### src/sv/dtti_pkg.sv
package dtti_pkg;

  typedef enum logic [1:0] {
    ACT_TICK  = 2'd0,
    ACT_READ  = 2'd1,
    ACT_WRITE = 2'd2
  } action_e;

  typedef struct packed {
    logic [1:0] action;
    logic [4:0] reg_addr;
    logic [7:0] write_data;
  } in_word_t;

  typedef struct packed {
    logic [7:0] read_data;
    logic       irq_flag;
  } out_word_t;

  // read map
  localparam logic [4:0] RD_PORT_A   = 5'h00;
  localparam logic [4:0] RD_PORT_B   = 5'h01;
  localparam logic [4:0] RD_CNT_A_LO = 5'h02;
  localparam logic [4:0] RD_CNT_A_HI = 5'h03;
  localparam logic [4:0] RD_CNT_B_LO = 5'h04;
  localparam logic [4:0] RD_CNT_B_HI = 5'h05;
  localparam logic [4:0] RD_TOD_0    = 5'h06;
  localparam logic [4:0] RD_TOD_1    = 5'h07;
  localparam logic [4:0] RD_TOD_2    = 5'h08;
  localparam logic [4:0] RD_TOD_3    = 5'h09;
  localparam logic [4:0] RD_STATUS   = 5'h0A;
  localparam logic [4:0] RD_CTRL_A   = 5'h0B;
  localparam logic [4:0] RD_CTRL_B   = 5'h0C;
  localparam logic [4:0] RD_SERIAL   = 5'h0D;
  localparam logic [4:0] RD_DIR_A    = 5'h0E;
  localparam logic [4:0] RD_DIR_B    = 5'h0F;

  // write map
  localparam logic [4:0] WR_DIR_A    = 5'h00;
  localparam logic [4:0] WR_PORT_A   = 5'h01;
  localparam logic [4:0] WR_REL_A_LO = 5'h02;
  localparam logic [4:0] WR_REL_A_HI = 5'h03;
  localparam logic [4:0] WR_REL_B_LO = 5'h04;
  localparam logic [4:0] WR_REL_B_HI = 5'h05;
  localparam logic [4:0] WR_HOURS    = 5'h08;
  localparam logic [4:0] WR_MINUTES  = 5'h09;
  localparam logic [4:0] WR_SECONDS  = 5'h0A;
  localparam logic [4:0] WR_TENTHS   = 5'h0B;
  localparam logic [4:0] WR_MASK     = 5'h0C;
  localparam logic [4:0] WR_ACK      = 5'h0D;
  localparam logic [4:0] WR_CTRL_A   = 5'h0E;
  localparam logic [4:0] WR_CTRL_B   = 5'h0F;
  localparam logic [4:0] WR_DIR_B    = 5'h10;
  localparam logic [4:0] WR_PORT_B   = 5'h11;
  localparam logic [4:0] WR_SERIAL   = 5'h12;

  // control register bits
  localparam int CTRL_RUN     = 0;
  localparam int CTRL_ONESHOT = 3;
  localparam int CTRL_LOAD    = 4;

  localparam logic [1:0] DELAY_A = 2'd1;
  localparam logic [1:0] DELAY_B = 2'd2;

  // status bits
  localparam logic [7:0] FLAG_TA      = 8'h01;
  localparam logic [7:0] FLAG_TB      = 8'h02;
  localparam logic [7:0] FLAG_ALARM   = 8'h04;
  localparam logic [7:0] FLAG_SUMMARY = 8'h80;

  localparam logic [7:0] HOURS_MASK   = 8'h9F;
  localparam logic [7:0] UNMAPPED_RD  = 8'hFF;

  // time-of-day wrap limits
  localparam logic [4:0] TENTHS_LIM = 5'd10;
  localparam logic [7:0] SEC_LIM    = 8'd60;
  localparam logic [7:0] MIN_LIM    = 8'd60;
  localparam logic [8:0] HOURS_LIM  = 9'd24;

  typedef struct packed {
    logic       tick;
    logic       wr_ctrl;
    logic       wr_lo;
    logic       wr_hi;
    logic [7:0] data;
  } timer_ctl_t;

  typedef struct packed {
    logic [15:0] count;
    logic [7:0]  ctrl;
  } timer_view_t;

  typedef struct packed {
    logic       tick;
    logic       wr_hours;
    logic       wr_minutes;
    logic       wr_seconds;
    logic       wr_tenths;
    logic [7:0] data;
  } tod_ctl_t;

  typedef struct packed {
    logic [3:0] tenths;
    logic [6:0] seconds;
    logic [6:0] minutes;
    logic [7:0] hours;
  } tod_view_t;

endpackage

### src/sv/dtti_timer.sv
module dtti_timer
  import dtti_pkg::*;
(
  input  logic        clk_i,
  input  logic        rst_ni,
  input  timer_ctl_t  ctl_i,
  input  logic [1:0]  start_delay_i,
  output timer_view_t view_o,
  output logic        flag_o
);

  logic [7:0]  ctrl_q, ctrl_d;
  logic [15:0] count_q, count_d;
  logic [15:0] reload_q, reload_d;
  logic [1:0]  wait_q, wait_d;
  logic [1:0]  wait_dec;
  logic [15:0] cnt_ld;

  always_comb begin
    ctrl_d   = ctrl_q;
    count_d  = count_q;
    reload_d = reload_q;
    wait_d   = wait_q;
    wait_dec = wait_q;
    cnt_ld   = count_q;
    flag_o   = 1'b0;

    if (ctl_i.tick) begin
      if (wait_q != 2'd0) begin
        wait_dec = wait_q - 2'd1;
        // start wait expiring with run set: load, then count this tick
        if (wait_dec == 2'd0 && ctrl_q[CTRL_RUN]) begin
          cnt_ld = reload_q;
        end
      end
      wait_d  = wait_dec;
      count_d = cnt_ld;
      if (ctrl_q[CTRL_RUN] && wait_dec == 2'd0) begin
        if (cnt_ld == 16'd0) begin
          count_d = reload_q;
          flag_o  = 1'b1;
          if (ctrl_q[CTRL_ONESHOT]) begin
            ctrl_d[CTRL_RUN] = 1'b0;
          end
        end else begin
          count_d = cnt_ld - 16'd1;
        end
      end
    end

    if (ctl_i.wr_lo) begin
      reload_d[7:0] = ctl_i.data;
    end
    if (ctl_i.wr_hi) begin
      reload_d[15:8] = ctl_i.data;
    end

    if (ctl_i.wr_ctrl) begin
      ctrl_d = ctl_i.data;
      if (ctl_i.data[CTRL_LOAD]) begin
        count_d = reload_q;
        wait_d  = start_delay_i;
      end
      if (ctl_i.data[CTRL_RUN] && wait_d == 2'd0) begin
        wait_d = start_delay_i;
      end
    end
  end

  always_ff @(posedge clk_i or negedge rst_ni) begin
    if (!rst_ni) begin
      ctrl_q   <= '0;
      count_q  <= '0;
      reload_q <= '0;
      wait_q   <= '0;
    end else begin
      ctrl_q   <= ctrl_d;
      count_q  <= count_d;
      reload_q <= reload_d;
      wait_q   <= wait_d;
    end
  end

  assign view_o.count = count_q;
  assign view_o.ctrl  = ctrl_q;

endmodule

### src/sv/dtti_tod.sv
module dtti_tod
  import dtti_pkg::*;
(
  input  logic      clk_i,
  input  logic      rst_ni,
  input  tod_ctl_t  ctl_i,
  output tod_view_t view_o,
  output logic      alarm_o
);

  tod_view_t clk_q, clk_d;
  tod_view_t alm_q, alm_d;
  logic      running_q, running_d;
  logic [4:0] nt;
  logic [7:0] ns;
  logic [7:0] nm;
  logic [8:0] nh;

  always_comb begin
    clk_d     = clk_q;
    alm_d     = alm_q;
    running_d = running_q;
    alarm_o   = 1'b0;
    nt = {1'b0, clk_q.tenths} + 5'd1;
    ns = {1'b0, clk_q.seconds} + 8'd1;
    nm = {1'b0, clk_q.minutes} + 8'd1;
    nh = {1'b0, clk_q.hours} + 9'd1;

    if (ctl_i.tick && running_q) begin
      // ripple carry: each field wraps at or above its limit
      if (nt >= TENTHS_LIM) begin
        nt = '0;
        if (ns >= SEC_LIM) begin
          ns = '0;
          if (nm >= MIN_LIM) begin
            nm = '0;
            if (nh >= HOURS_LIM) begin
              nh = '0;
            end
            clk_d.hours = nh[7:0];
          end
          clk_d.minutes = nm[6:0];
        end
        clk_d.seconds = ns[6:0];
      end
      clk_d.tenths = nt[3:0];
      alarm_o = (clk_d == alm_q);
    end

    if (ctl_i.wr_hours) begin
      clk_d.hours = ctl_i.data & HOURS_MASK;
      if (!ctl_i.data[7]) begin
        running_d = 1'b0;
      end
    end
    if (ctl_i.wr_minutes) begin
      clk_d.minutes = ctl_i.data[6:0];
    end
    if (ctl_i.wr_seconds) begin
      clk_d.seconds = ctl_i.data[6:0];
    end
    if (ctl_i.wr_tenths) begin
      // tenths write also arms the alarm with the full clock value
      clk_d.tenths = ctl_i.data[3:0];
      alm_d        = clk_d;
      if (ctl_i.data[7]) begin
        running_d = 1'b1;
      end
    end
  end

  always_ff @(posedge clk_i or negedge rst_ni) begin
    if (!rst_ni) begin
      clk_q     <= '0;
      alm_q     <= '0;
      running_q <= 1'b0;
    end else begin
      clk_q     <= clk_d;
      alm_q     <= alm_d;
      running_q <= running_d;
    end
  end

  assign view_o = clk_q;

endmodule

### src/sv/dual_timer_tod_interrupt_unit_core.sv
// Channel  Direction  Word        Handshake
// in       input      in_word_i   in_valid_i  / in_stall_o
// out      output     out_word_o  out_valid_o / out_stall_i
//
// One word per cycle sustained while out_stall_i is low; each word passes through the
// input register, then the result register, before its result word shows on out_word_o.
// All state updates happen in the cycle a word moves from the input register
// to the result register, so the next word always sees the updated state.
// Reset (rst_ni low, asynchronous) clears all state and the valid bits of both stages.
// A stalled result holds the result register; the input register still
// takes one more word, after which in_stall_o rises.
module dual_timer_tod_interrupt_unit_core
  import dtti_pkg::*;
(
  input  logic      clk_i,
  input  logic      rst_ni,
  input  logic      in_valid_i,
  output logic      in_stall_o,
  input  in_word_t  in_word_i,
  output logic      out_valid_o,
  input  logic      out_stall_i,
  output out_word_t out_word_o
);

  // input stage
  logic      in_vld_q;
  in_word_t  in_q;
  // result stage
  logic      out_vld_q;
  out_word_t out_q, out_d;

  logic fire;
  logic in_take;
  action_e act;
  logic is_tick, is_read, is_write;

  // plain byte registers
  logic [7:0] port_a_q, port_a_d;
  logic [7:0] port_b_q, port_b_d;
  logic [7:0] dir_a_q, dir_a_d;
  logic [7:0] dir_b_q, dir_b_d;
  logic [7:0] serial_q, serial_d;

  // interrupt status
  logic [7:0] status_q, status_d;
  logic       due_q, due_d;
  logic       irq_q, irq_d;
  logic [7:0] status_acked;

  timer_ctl_t  ta_ctl, tb_ctl;
  timer_view_t ta_view, tb_view;
  logic        ta_flag, tb_flag;
  tod_ctl_t    tod_ctl;
  tod_view_t   tod_view;
  logic        alarm_flag;
  logic        any_flag;

  logic [7:0] rd_byte;

  // the result register frees when empty or taken this cycle
  assign fire       = in_vld_q && (!out_vld_q || !out_stall_i);
  assign in_stall_o = in_vld_q && out_vld_q && out_stall_i;
  assign in_take    = in_valid_i && !in_stall_o;

  always_comb begin
    act = ACT_TICK;
    is_tick = 1'b0;
    is_read = 1'b0;
    is_write = 1'b0;
    case (in_q.action)
      ACT_TICK: begin
        act = ACT_TICK;
        is_tick = fire;
      end
      ACT_READ: begin
        act = ACT_READ;
        is_read = fire;
      end
      ACT_WRITE: begin
        act = ACT_WRITE;
        is_write = fire;
      end
      default: begin
        // unused action code: no effect
        act = ACT_TICK;
      end
    endcase
  end

  // submodule strobes
  always_comb begin
    ta_ctl.tick    = is_tick;
    ta_ctl.wr_ctrl = is_write && in_q.reg_addr == WR_CTRL_A;
    ta_ctl.wr_lo   = is_write && in_q.reg_addr == WR_REL_A_LO;
    ta_ctl.wr_hi   = is_write && in_q.reg_addr == WR_REL_A_HI;
    ta_ctl.data    = in_q.write_data;

    tb_ctl.tick    = is_tick;
    tb_ctl.wr_ctrl = is_write && in_q.reg_addr == WR_CTRL_B;
    tb_ctl.wr_lo   = is_write && in_q.reg_addr == WR_REL_B_LO;
    tb_ctl.wr_hi   = is_write && in_q.reg_addr == WR_REL_B_HI;
    tb_ctl.data    = in_q.write_data;

    tod_ctl.tick       = is_tick;
    tod_ctl.wr_hours   = is_write && in_q.reg_addr == WR_HOURS;
    tod_ctl.wr_minutes = is_write && in_q.reg_addr == WR_MINUTES;
    tod_ctl.wr_seconds = is_write && in_q.reg_addr == WR_SECONDS;
    tod_ctl.wr_tenths  = is_write && in_q.reg_addr == WR_TENTHS;
    tod_ctl.data       = in_q.write_data;
  end

  dtti_timer u_timer_a (
    .clk_i         (clk_i),
    .rst_ni        (rst_ni),
    .ctl_i         (ta_ctl),
    .start_delay_i (DELAY_A),
    .view_o        (ta_view),
    .flag_o        (ta_flag)
  );

  dtti_timer u_timer_b (
    .clk_i         (clk_i),
    .rst_ni        (rst_ni),
    .ctl_i         (tb_ctl),
    .start_delay_i (DELAY_B),
    .view_o        (tb_view),
    .flag_o        (tb_flag)
  );

  dtti_tod u_tod (
    .clk_i   (clk_i),
    .rst_ni  (rst_ni),
    .ctl_i   (tod_ctl),
    .view_o  (tod_view),
    .alarm_o (alarm_flag)
  );

  assign any_flag     = ta_flag || tb_flag || alarm_flag;
  assign status_acked = status_q & ~in_q.write_data;

  // status, byte registers
  always_comb begin
    status_d = status_q;
    due_d    = due_q;
    irq_d    = irq_q;
    port_a_d = port_a_q;
    port_b_d = port_b_q;
    dir_a_d  = dir_a_q;
    dir_b_d  = dir_b_q;
    serial_d = serial_q;

    if (is_tick) begin
      // summary bit lands one tick after a flag; irq only for this tick's flags
      if (due_q) begin
        status_d = status_d | FLAG_SUMMARY;
      end
      if (ta_flag) begin
        status_d = status_d | FLAG_TA;
      end
      if (tb_flag) begin
        status_d = status_d | FLAG_TB;
      end
      if (alarm_flag) begin
        status_d = status_d | FLAG_ALARM;
      end
      due_d = any_flag;
      irq_d = any_flag;
    end

    if (is_write) begin
      case (in_q.reg_addr)
        WR_DIR_A:  dir_a_d  = in_q.write_data;
        WR_PORT_A: port_a_d = in_q.write_data;
        WR_DIR_B:  dir_b_d  = in_q.write_data;
        WR_PORT_B: port_b_d = in_q.write_data;
        WR_SERIAL: serial_d = in_q.write_data;
        WR_ACK: begin
          status_d = status_acked;
          if (status_acked != status_q) begin
            irq_d = 1'b0;
          end
        end
        // mask writes are taken and dropped: nothing reads the mask
        default: begin
        end
      endcase
    end
  end

  // register read mux
  always_comb begin
    case (in_q.reg_addr)
      RD_PORT_A:   rd_byte = port_a_q;
      RD_PORT_B:   rd_byte = port_b_q;
      RD_CNT_A_LO: rd_byte = ta_view.count[7:0];
      RD_CNT_A_HI: rd_byte = ta_view.count[15:8];
      RD_CNT_B_LO: rd_byte = tb_view.count[7:0];
      RD_CNT_B_HI: rd_byte = tb_view.count[15:8];
      RD_TOD_0:    rd_byte = {tod_view.seconds[3:0], tod_view.tenths};
      RD_TOD_1:    rd_byte = {tod_view.minutes[3:0] | {1'b0, tod_view.seconds[6:4]}, 4'h0};
      RD_TOD_2:    rd_byte = {tod_view.hours[3:0] | {1'b0, tod_view.minutes[6:4]}, 4'h0};
      RD_TOD_3:    rd_byte = {tod_view.hours[7], 7'h00};
      RD_STATUS:   rd_byte = status_q;
      RD_CTRL_A:   rd_byte = ta_view.ctrl;
      RD_CTRL_B:   rd_byte = tb_view.ctrl;
      RD_SERIAL:   rd_byte = serial_q;
      RD_DIR_A:    rd_byte = dir_a_q;
      RD_DIR_B:    rd_byte = dir_b_q;
      default:     rd_byte = UNMAPPED_RD;
    endcase
  end

  always_comb begin
    out_d.read_data = (is_read && act == ACT_READ) ? rd_byte : 8'h00;
    out_d.irq_flag  = irq_d;
  end

  always_ff @(posedge clk_i or negedge rst_ni) begin
    if (!rst_ni) begin
      in_vld_q  <= 1'b0;
      out_vld_q <= 1'b0;
      port_a_q  <= '0;
      port_b_q  <= '0;
      dir_a_q   <= '0;
      dir_b_q   <= '0;
      serial_q  <= '0;
      status_q  <= '0;
      due_q     <= 1'b0;
      irq_q     <= 1'b0;
    end else begin
      if (in_take) begin
        in_vld_q <= 1'b1;
      end else if (fire) begin
        in_vld_q <= 1'b0;
      end
      if (fire) begin
        out_vld_q <= 1'b1;
      end else if (!out_stall_i) begin
        out_vld_q <= 1'b0;
      end
      port_a_q <= port_a_d;
      port_b_q <= port_b_d;
      dir_a_q  <= dir_a_d;
      dir_b_q  <= dir_b_d;
      serial_q <= serial_d;
      status_q <= status_d;
      due_q    <= due_d;
      irq_q    <= irq_d;
    end
  end

  // payload registers
  always_ff @(posedge clk_i) begin
    if (in_take) begin
      in_q <= in_word_i;
    end
    if (fire) begin
      out_q <= out_d;
    end
  end

  assign out_valid_o = out_vld_q;
  assign out_word_o  = out_q;

endmodule

### config.mk
export PLATFORM = sky130hd
export DESIGN_NAME = dual_timer_tod_interrupt_unit_core
export DESIGN_NICKNAME = d
export VERILOG_FILES = /design/src/sv/dtti_pkg.sv /design/src/sv/dtti_timer.sv /design/src/sv/dtti_tod.sv /design/src/sv/dual_timer_tod_interrupt_unit_core.sv
export SDC_FILE = /design/constraint.sdc
export NUM_CORES = 1
export LEC_CHECK = 0
export BUFFER_PORTS_ARGS = -buffer_cell sky130_fd_sc_hd__buf_2
export CORE_ASPECT_RATIO = 1.25
export CORE_MARGIN = 1.5
export CORE_UTILIZATION = 40
export DETAILED_ROUTE_END_ITERATION = 12
export PLACE_DENSITY_LB_ADDON = 0.15
export SYNTH_ARGS = -nofsm -noshare
export SYNTH_HDL_FRONTEND = slang
export SYNTH_SLANG_ARGS = --single-unit
### constraint.sdc
create_clock -name clk_i -period 6.1 [get_ports clk_i]
set_input_delay 0.305 -clock clk_i [delete_from_list [all_inputs] [get_ports clk_i]]
set_output_delay 0.305 -clock clk_i [all_outputs]
set_load 0.01 [all_outputs]
==> out/results.ini <==
[clock_network]
clk_pin_slew_ns = 0.06
clock_latency_ns = 0.54
cts_tree = done
ctsLongestPathBuffers = 3
cts_max_level = 1
cts_sinks = 213
cts-resized-gates = 0
clockRootBuffer = clkbuf_16
post-cts-setup-buffers = 0
numCtsBuffers = 25

[logic_synthesis]
synth_cells = 1333
syn_nets = 1362
ys_types = 84
seq_area_frac_synth_pct = 44.8
yosysTopAreaCellShare_pct = 38.9
syn_area_sq_um = 12200
synth_ff_type = dfrtp_1
synth_largest_area_cell = dfrtp_1
postSynthAreaPerCell_sq_um = 9.13
synth_edf_count = 24
ys_async_sr_fraction_pct = 88.7
yosys-top-cells-area = dfrtp_1 39%, mux2_2 6.5%, edfxtp_1 5.9%
ys_warn_count = 0
ys_ff_latch = 213

[power]
leakagePower_nw = 5.89
pwr-share-seq_pct = 42.2
peakVddDrop_v = 0.000232
p_sw_mw = 1.40
p_per_area_nw_per_um2 = 316
intPower_mw = 2.91
pwr-share-comb_pct = 21.8
switching_share_pct = 32.6
power.share.clock_pct = 36.0

[detailed_routing]
ant_nets = 0
wl_per_cell_um = 22.6
vias_per_cell = 6.08
num_vias = 10669
drcViolationCount = 0
detail_route.first_pass.iterations = 8
drtIter0Drc = 937
wl_um = 39700

[placed_design]
dp_hpwl_um = 27000
place_ws_ns = 1.91
gp_congestion = 0.915
dpl-instance-area_sq_um = 12600
portBuffers = 29

[timing]
setup_tns_ns = 0
fin_ws_ns = 1.82
setup_violations = 0
rsz0062_at_grt = no
fmax_mhz = 234
period_share_pct = 70.1
layout_min_cycle_time_ns = 4.28
fin_skew_ns = 0.0204
fin_hold_ws_ns = 0.336
finalHoldViolations = 0
slew_headroom_pct = 26.6
report.final.slew_viol_count = 0
tightest_slew_ns = 1.10

[global_route]
grt.overflow.total = 0
grt_pass1_vias = 10422
antenna_found_initial = 0
grt_pass1_wl_um = 62600
grt_max_degree = 70
grt_use_total_pct = 25.5

[floorplanning]
floorplan.initialDensity_pct = 40.5
core_sq_um = 30000
die_height_um = 198
io_pins = 30
rows = 71
die_w_um = 159
design.die.area_sq_um = 31500

[critical_path]
path_class = register to register
r2r-end = u_timer_b.count_q[13]
crit_path_start_kind = register
r2r_cells = 8
critPathArrivalTime_ns = 4.65
worstSetupEndpointType = register
crit_start = u_timer_b.wait_q[0]
setup.worst_path.end = u_timer_b.count_q[13]
ff2ff_setup_slack_ns = 1.82
r2r-start = u_timer_b.wait_q[0]
critPathRequiredTime_ns = 6.47
critPathMaxFanout = 22

[worst_hold_path]
hp-class = input port to asynchronous set/reset pin

[outcome]
outcome = completed

[finish]
area_growth_pct = 12.2
drive_above_1_share_pct = 13.1
n_antenna_cell = 0
final_nets = 1365
stdcell_area_sq_um = 13600
fin_util_pct = 45.5

[flow_run]
cap_violations = 0

[how the worst min path moves through the flow]
stage	startpoint	endpoint	slack [ns]	cells past startpoint
floorplan	rst_ni	dir_a_q[0]	0.009	0
global placement	rst_ni	u_tod.view_o[3]	0.35	1
detailed placement	rst_ni	u_tod.view_o[6]	0.36	1
CTS	rst_ni	u_tod.alm_q[3]	0.35	2
global route	rst_ni	u_tod.view_o[5]	0.39	2
finish	rst_ni	u_tod.alm_q[3]	0.34	2
[sequential cells by signal (all words and copies together), names as in the netlist, 9 cells and up]
name                cells
u_timer_b.count_q      16
u_tod.view_o           26
u_timer_b.reload_q     16
in_q                   15
u_tod.alm_q            26
out_word_o              9
u_timer_a.reload_q     16
u_timer_a.count_q      16
[layer usage]
metal	track usage, %	up-vias	routed length [um]
met5	0	-	0
li1	-	4919	-
met4	10.5	0	1670
met2	43.4	333	19100
met3	2.45	99	1990
met1	33.2	5318	16900
[synth_stat cells (9+ instances only)]
cell type,instances
nor2_1,124
xor2_1,16
o21ai_0,83
o22ai_1,16
nand4_1,11
edfxtp_1,24
a21oi_1,90
a22oi_1,26
a211oi_1,9
or3_1,11
o221ai_1,9
and2_1,9
clkbuf_1,81
and3_1,15
nand3_1,42
mux2_2,70
o211ai_1,9
a31oi_1,24
nor2b_1,13
xnor2_1,13
nand2b_1,14
nand2_1,169
nor3_1,37
a221oi_1,18
inv_1,25
mux2i_1,28
dfrtp_1,189
ha_1,10
[area by class of cell]
| class | count | area [sq um] |
|---|---|---|
| Multi-Input combinational cell | 1003 | 6270 |
| Clock buffer | 32 | 692 |
| Sequential cell | 213 | 5450 |
| Timing Repair Buffer | 68 | 492 |
| Tap cell | 401 | 502 |
| Inverter | 25 | 93.8 |
| Fill cell | 2963 | 16400 |
| Clock inverter | 13 | 146 |
[logic make-up after synthesis]
kind of cell / after synthesis / synth area share, %
XOR/XNOR: 30 / 2.27
buffers and inverters: 117 / 3.73
adder cells (fa/ha/maj): 10 / 1.03
flip-flops: 213 / 44.8
multiplexers: 100 / 8.97
AND/OR/NAND/NOR: 497 / 19.5
AO/OA/AOI/OAI: 366 / 19.7
[power by group through the flow]
stage	logic (mW)	clock network, mW	registers, mW
finish	0.942	1.55	1.82
global route	1.06	1.63	1.84
CTS	0.934	1.58	1.81
detailed placement	0.920	0	1.84
global placement	0.908	0	1.84
floorplan	0.736	0	1.72
[worst max-delay path: stages, from the launching register on]
cell and delay (ns):
dfrtp_1 0.50, and3b_1 0.79, mux2_2 0.46, a221oi_1 0.51
nand4_1 0.88, nor2_1 0.47, nor2_1 0.28, nor2_1 0.16
a31oi_1 0.05
[through the flow]
| stage | total power, mW | std cells |
|---|---|---|
| 2_1_floorplan | 2.46 | 1333 |
| 3_3_place_gp | 2.74 | 1692 |
| 3_5_place_dp | 2.76 | 1692 |
| 4_1_cts | 4.32 | 1755 |
| 5_1_grt | 4.53 | 1755 |
| 6_report | 4.31 | 1755 |
[what timing repair did]
item | 4_1_cts | 5_1_grt
endpoints found under the hold margin | 81 | 0
hold buffers | 18 | 0
endpoints found under the setup margin | 0 | 0
[cell usage in the layout (no fill, tap or decap), types with 18 or more instances in the layout]
cell type	Yosys	layout
nor2_1	124	124
dlygate4sd3_1	0	18
nand2_1	169	169
mux2i_1	28	28
edfxtp_1	24	24
mux2_2	70	70
inv_1	25	25
a31oi_1	24	24
dfrtp_1	189	189
a221oi_1	18	18
clkbuf_16	0	25
o21ai_0	83	83
nor3_1	37	37
buf_4	0	21
nand3_1	42	42
a21oi_1	90	90
buf_2	6	28
a22oi_1	26	26
No activity file was read; power rests on OpenSTA's default activity.
